==> config.mk <==
export PLATFORM = sky130hd
export DESIGN_NAME = blsm_lane
export DESIGN_NICKNAME = d
export VERILOG_FILES = /design/src/rtl/blsm_pkg.sv /design/src/rtl/blsm_lane.sv
export SDC_FILE = /design/constraint.sdc
export NUM_CORES = 1
export LEC_CHECK = 0
export BUFFER_PORTS_ARGS = -buffer_cell sky130_fd_sc_hd__buf_2
export CORE_MARGIN = 2
export CORE_UTILIZATION = 39
export DETAILED_ROUTE_END_ITERATION = 10
export PLACE_DENSITY = 0.89
export SLEW_MARGIN = 40
export SYNTH_ARGS = -nofsm -noshare
export SYNTH_HDL_FRONTEND = slang
export SYNTH_SLANG_ARGS = --single-unit
export TNS_END_PERCENT = 10
==> constraint.sdc <==
create_clock -name vclk -period 1.6
set_input_delay 0.08 -clock vclk [all_inputs]
set_output_delay 0.08 -clock vclk [all_outputs]
set_load 0.05 [all_outputs]
==> src/rtl/blsm_pkg.sv <==
// blsm_pkg: operation and status codes and shared types for the load/store memory
// no dependencies; used by the interfaces, the lane unit and the top level
package blsm_pkg;

    // operation codes
    localparam logic [2:0] OP_LB  = 3'd0;
    localparam logic [2:0] OP_LBU = 3'd1;
    localparam logic [2:0] OP_LH  = 3'd2;
    localparam logic [2:0] OP_LHU = 3'd3;
    localparam logic [2:0] OP_LW  = 3'd4;
    localparam logic [2:0] OP_SB  = 3'd5;
    localparam logic [2:0] OP_SH  = 3'd6;
    localparam logic [2:0] OP_SW  = 3'd7;

    // status codes
    localparam logic [1:0] ST_OK    = 2'd0;
    localparam logic [1:0] ST_RANGE = 2'd1;
    localparam logic [1:0] ST_ALIGN = 2'd2;

    localparam int unsigned DATA_W = 32;

    typedef logic [2:0]               t_func;
    typedef logic [1:0]               t_status;
    typedef logic signed [DATA_W-1:0] t_sword;
    typedef logic [DATA_W-1:0]        t_word;

    // what the lane unit hands back to the top level
    typedef struct packed {
        t_sword  load_value;
        t_status status;
        logic    wr_en;
        t_word   wr_word;
    } t_lane_res;

endpackage

==> src/rtl/blsm_lane.sv <==
// blsm_lane: byte/halfword lane select, extension and store merge for one access
// depends on blsm_pkg
module blsm_lane
    import blsm_pkg::*;
(
    input  t_func     i_func,
    input  logic [1:0] i_addr_lo,
    input  logic      i_in_range,
    input  t_word     i_store_data,
    input  t_word     i_word,
    output t_lane_res o_res
);
    logic [7:0]  byte_sel;
    logic [15:0] half_sel;
    logic [4:0]  bshift;
    logic [4:0]  hshift;
    t_word       bmask;
    t_word       hmask;
    logic        misaligned;

    // lane selection
    assign bshift     = {i_addr_lo, 3'b000};
    assign hshift     = {i_addr_lo[1], 4'b0000};
    assign byte_sel   = 8'(i_word >> bshift);
    assign half_sel   = i_addr_lo[1] ? i_word[31:16] : i_word[15:0];
    assign bmask      = 32'h0000_00FF << bshift;
    assign hmask      = 32'h0000_FFFF << hshift;
    assign misaligned = i_addr_lo[0];

    // decode and merge
    always_comb begin
        o_res.load_value = '0;
        o_res.status     = ST_OK;
        o_res.wr_en      = 1'b0;
        o_res.wr_word    = i_word;
        if (!i_in_range) begin
            o_res.status = ST_RANGE;
        end else begin
            unique case (i_func) inside
                OP_LB:  o_res.load_value = t_sword'({{24{byte_sel[7]}}, byte_sel});
                OP_LBU: o_res.load_value = t_sword'({24'd0, byte_sel});
                OP_LH, OP_LHU: begin
                    if (misaligned) begin
                        o_res.load_value = '1;
                        o_res.status     = ST_ALIGN;
                    end else if (i_func == OP_LH) begin
                        o_res.load_value = t_sword'({{16{half_sel[15]}}, half_sel});
                    end else begin
                        o_res.load_value = t_sword'({16'd0, half_sel});
                    end
                end
                OP_LW:  o_res.load_value = t_sword'(i_word);
                OP_SB: begin
                    o_res.wr_en   = 1'b1;
                    o_res.wr_word = (i_word & ~bmask)
                                  | ({24'd0, i_store_data[7:0]} << bshift);
                end
                OP_SH: begin
                    // odd halfword store is flagged but still written
                    if (misaligned) begin
                        o_res.status = ST_ALIGN;
                    end
                    o_res.wr_en   = 1'b1;
                    o_res.wr_word = (i_word & ~hmask)
                                  | ({16'd0, i_store_data[15:0]} << hshift);
                end
                OP_SW: begin
                    o_res.wr_en   = 1'b1;
                    o_res.wr_word = i_store_data;
                end
                default: begin
                    o_res.wr_en = 1'b0;
                end
            endcase
        end
    end
endmodule

After elaboration in Yosys (flattened, before gate mapping). Index checks and enable logic that the tools add are counted.

Latch bits: 0. Memory bits (read-only): 0. Flip-flop bits (word level): 0. Bits in writable memories: 0. Input port bits: 70. Word-level logic and storage cells: 33. Memories: 0. Output and inout bits: 67.

Bitwise operators: 6. Magnitude comparators: 0. $mul: 0. Divide/modulo/power cells: 0. Reduce and logical (&&, ||, !) cells: 4. Mux-type cells: 11. Shifts and indexed selects: 5. Add/sub/neg operators: 0. Equal/unequal tests: 7.

Operator list (number): $pmux W32 S4 (1); $mux W32 (3); $pmux W32 S3 (1); $and A32 B32 Y32 (2); $not A32 Y32 (2); $or A32 B32 Y32 (2); $mux W33 (1); $shl A16 B5 Y32 (1); $shl A16 B5 Y32 const A (1); $shl A8 B5 Y32 (1); $shl A8 B5 Y32 const A (1); $shr A32 B5 Y8 (1); $mux W16 (1); $eq A3 B3 Y1 const B (4); $eq A3 B2 Y1 const B (2); $mux W2 (3); $reduce_or A3 Y1 (2); $eq A3 B1 Y1 const B (1); $logic_not A3 Y1 (1); $reduce_or A2 Y1 (1); $mux W1 (1).

Depth between registers and ports, before layout.
Depth in word-level cells: 6. Gate-level depth with buffers: 7. Gate-level depth less buffers: 4.

Worst setup path before layout. OpenSTA, ideal clock, no wires.

Kind: input to output. From: in i_addr_lo[0]. To: out o_res[43] (netlist name). Path buffers: 2. Required time: 1.520 ns. Cell stages on the path: 6. Slack: -0.259 ns. Arrival time: 1.779 ns. Path through: buf_4 -> mux4_2 -> nand2_1 -> or2_2 -> buf_2 -> a21oi_1.

RTL lines: start: declaration (RTL line blsm_lane.sv:7) `input logic [1:0] i_addr_lo,`; end: declaration (RTL line blsm_lane.sv:11) `output t_lane_res o_res`.

==> results.py <==
metrics = {
    "grt": {
        "grt_util_all_layers_pct": 29.7,
        "grt_overflow": 0,
        "grt_pass1_wl_um": 10300,
        "antenna_found_initial": 0,
        "grt_max_degree": 18,
        "grt_pass1_vias": 2109,
    },
    "place": {
        "gp_congestion": 0.965,
        "numPlacedInstances": 423,
        "portBuffers": 137,
        "dp_hpwl_um": 5430,
    },
    "run": {
        "drv_cap": 0,
    },
    "floorplanning": {
        "core-area_sq_mm": 0.00366,
        "dieArea_sq_mm": 0.00431,
        "die_w_um": 65.7,
        "io_pins": 137,
        "die_h_um": 65.7,
        "rows": 22,
        "initial_core_util_pct": 40.5,
    },
    "timing": {
        "hold_ws_ns": 0.576,
        "slew_headroom_pct": 68.6,
        "period_needed_ns": 1.59,
        "setup_viol": 0,
        "worst_pin_slew_ns": 0.469,
        "period_share_pct": 99.2,
        "hold_viol": 0,
        "rsz0062_at_grt": "yes",
        "max_freq_mhz": 630,
        "maxSlewViolCount": 0,
    },
    "worst_setup_path": {
        "cp.required_ns": 1.52,
        "cp_max_fo": 13,
        "start_kind": "input port",
        "crit_type": "in -> out",
        "worst_setup_path_end_kind": "output pin",
        "arrival_ns": 1.51,
    },
    "layout": {
        "fillers": 345,
        "drive_gt1_share_pct": 49.5,
        "fin_cells": 424,
        "seq_cell_count": 0,
        "fin_nets": 448,
        "multi_input_area_sq_mm": 0.00138,
        "seq_area_sq_um": 0,
        "area_delta_synth_final_pct": 61.3,
        "fin_util_pct": 65.4,
        "clockBufferCount": 0,
        "num_antenna_cells": 0,
    },
    "power_and_ir_drop": {
        "leakage_uw": 0.00134,
        "ir_drop_uv": 230,
        "p_per_area_mw_per_mm2": 446,
    },
    "yosys": {
        "synth.area.top_cells": "a21oi_1, a22o_1, nand2_1, a221o_1, mux2i_1",
        "synthMostInstantiatedCell": "nand2_1",
        "syn_area_sq_mm": 0.00148,
        "ys.warnings.count": 0,
        "yosys.area.top_type_share_pct": 9.78,
        "ys_types": 37,
        "yosysTopAreaCell": "a21oi_1",
        "syn-num-nets": 301,
        "syn_area_per_cell_sq_um": 6.42,
        "yosys-top-cells-count": "nand2_1, a21oi_1, nor2_1",
        "syn_inst": 231,
        "ys_seq_area_share_pct": 0,
    },
    "drt": {
        "dr.first_iter.drc_count": 232,
        "drc": 0,
        "route.detailed.wl_per_inst_um": 16.1,
        "finalWirelength_um": 6820,
        "via_per_inst": 5.84,
        "ant_nets": 0,
        "via_count": 2475,
        "drtPass1Iterations": 5,
    },
    "hold_path": {
        "hold_depth": 4,
        "hold_class": "in -> out",
        "hold_start": "i_word[18]",
        "whs_endpoint": "o_res[53]",
    },
    "outcome": {
        "status": "complete, no violations",
    },
    "cts": {
        "cts_hold_buf": 0,
    },
}
[per-stage QoR]
| stage | setup TNS, ns | total power (uW) | setup WS [ns] | cell area, sq um |
|---|---|---|---|---|
| floorplan | -5.50 | 716 | -0.259 | 1480 |
| global placement | -0.347 | 1020 | -0.0340 | 2310 |
| detailed placement | -1.42 | 1030 | -0.0941 | 2310 |
| CTS | 0 | 1040 | 0.00839 | 2350 |
| global route | -0.504 | 1120 | -0.0503 | 2390 |
| finish | 0 | 1070 | 0.0136 | 2390 |
[report_power, final]
group	switching, uW	leakage [uW]	internal [uW]	total (uW)
registers	0	0	0	0
logic	744	0.00134	322	1070
clock network	0	0	0	0
[worst max-delay path by stage]
stage                       from        end  cells past startpoint
floorplan           i_addr_lo[0]  o_res[43]                      6
global placement    i_addr_lo[0]  o_res[24]                      7
detailed placement  i_addr_lo[0]  o_res[55]                      6
CTS                 i_addr_lo[0]  o_res[38]                      8
global route           i_func[0]   o_res[2]                      7
finish              i_addr_lo[1]  o_res[24]                      6
[layout make-up]
cell class,count,area share [%]
inverter,11,1.73
timing repair buffer,161,38.3
tap,48,2.51
multi-input combinational,204,57.5
[placed cells by master, fill, tap and decap left out, drive strengths merged, types with 2 or more instances in the layout]
cell	count
and4b	2
a22o	15
nor2b	3
mux2	8
mux2i	9
a211oi	2
buf	151
inv	11
a222oi	7
or2	2
nand3	3
o21ai	20
nor2	25
a21oi	30
clkbuf	10
nand2b	6
a21o	7
nor3	3
nand2	36
a221o	9
a22oi	9
[critical path, stage by stage]
cell and delay [ns]:
clkbuf_4 0.18, and3_1 0.21, and4b_2 0.28, a22o_1 0.24, a221o_1 0.28, buf_2 0.22
[routing by layer]
| metal | global-route usage (%) | wire [um] | vias up |
|---|---|---|---|
| li1 | - | - | 1165 |
| met1 | 40.5 | 2790 | 1117 |
| met2 | 48.5 | 3170 | 180 |
| met5 | 0 | 0 | - |
| met4 | 4.69 | 87 | 0 |
| met3 | 6.16 | 783 | 13 |
[logic make-up after synthesis]
kind of cell           share of synthesized area (%)
AO/OA/AOI/OAI                                   49.7
multiplexers                                    13.7
buffers and inverters                           9.70
AND/OR/NAND/NOR                                 27.0
[what timing repair did]
action	4_1_cts	5_1_grt
resized for setup	3	13
endpoints found under the setup margin	25	62
pin swaps	1	4
setup buffers	1	0
Power figures use the tool's default switching activity.
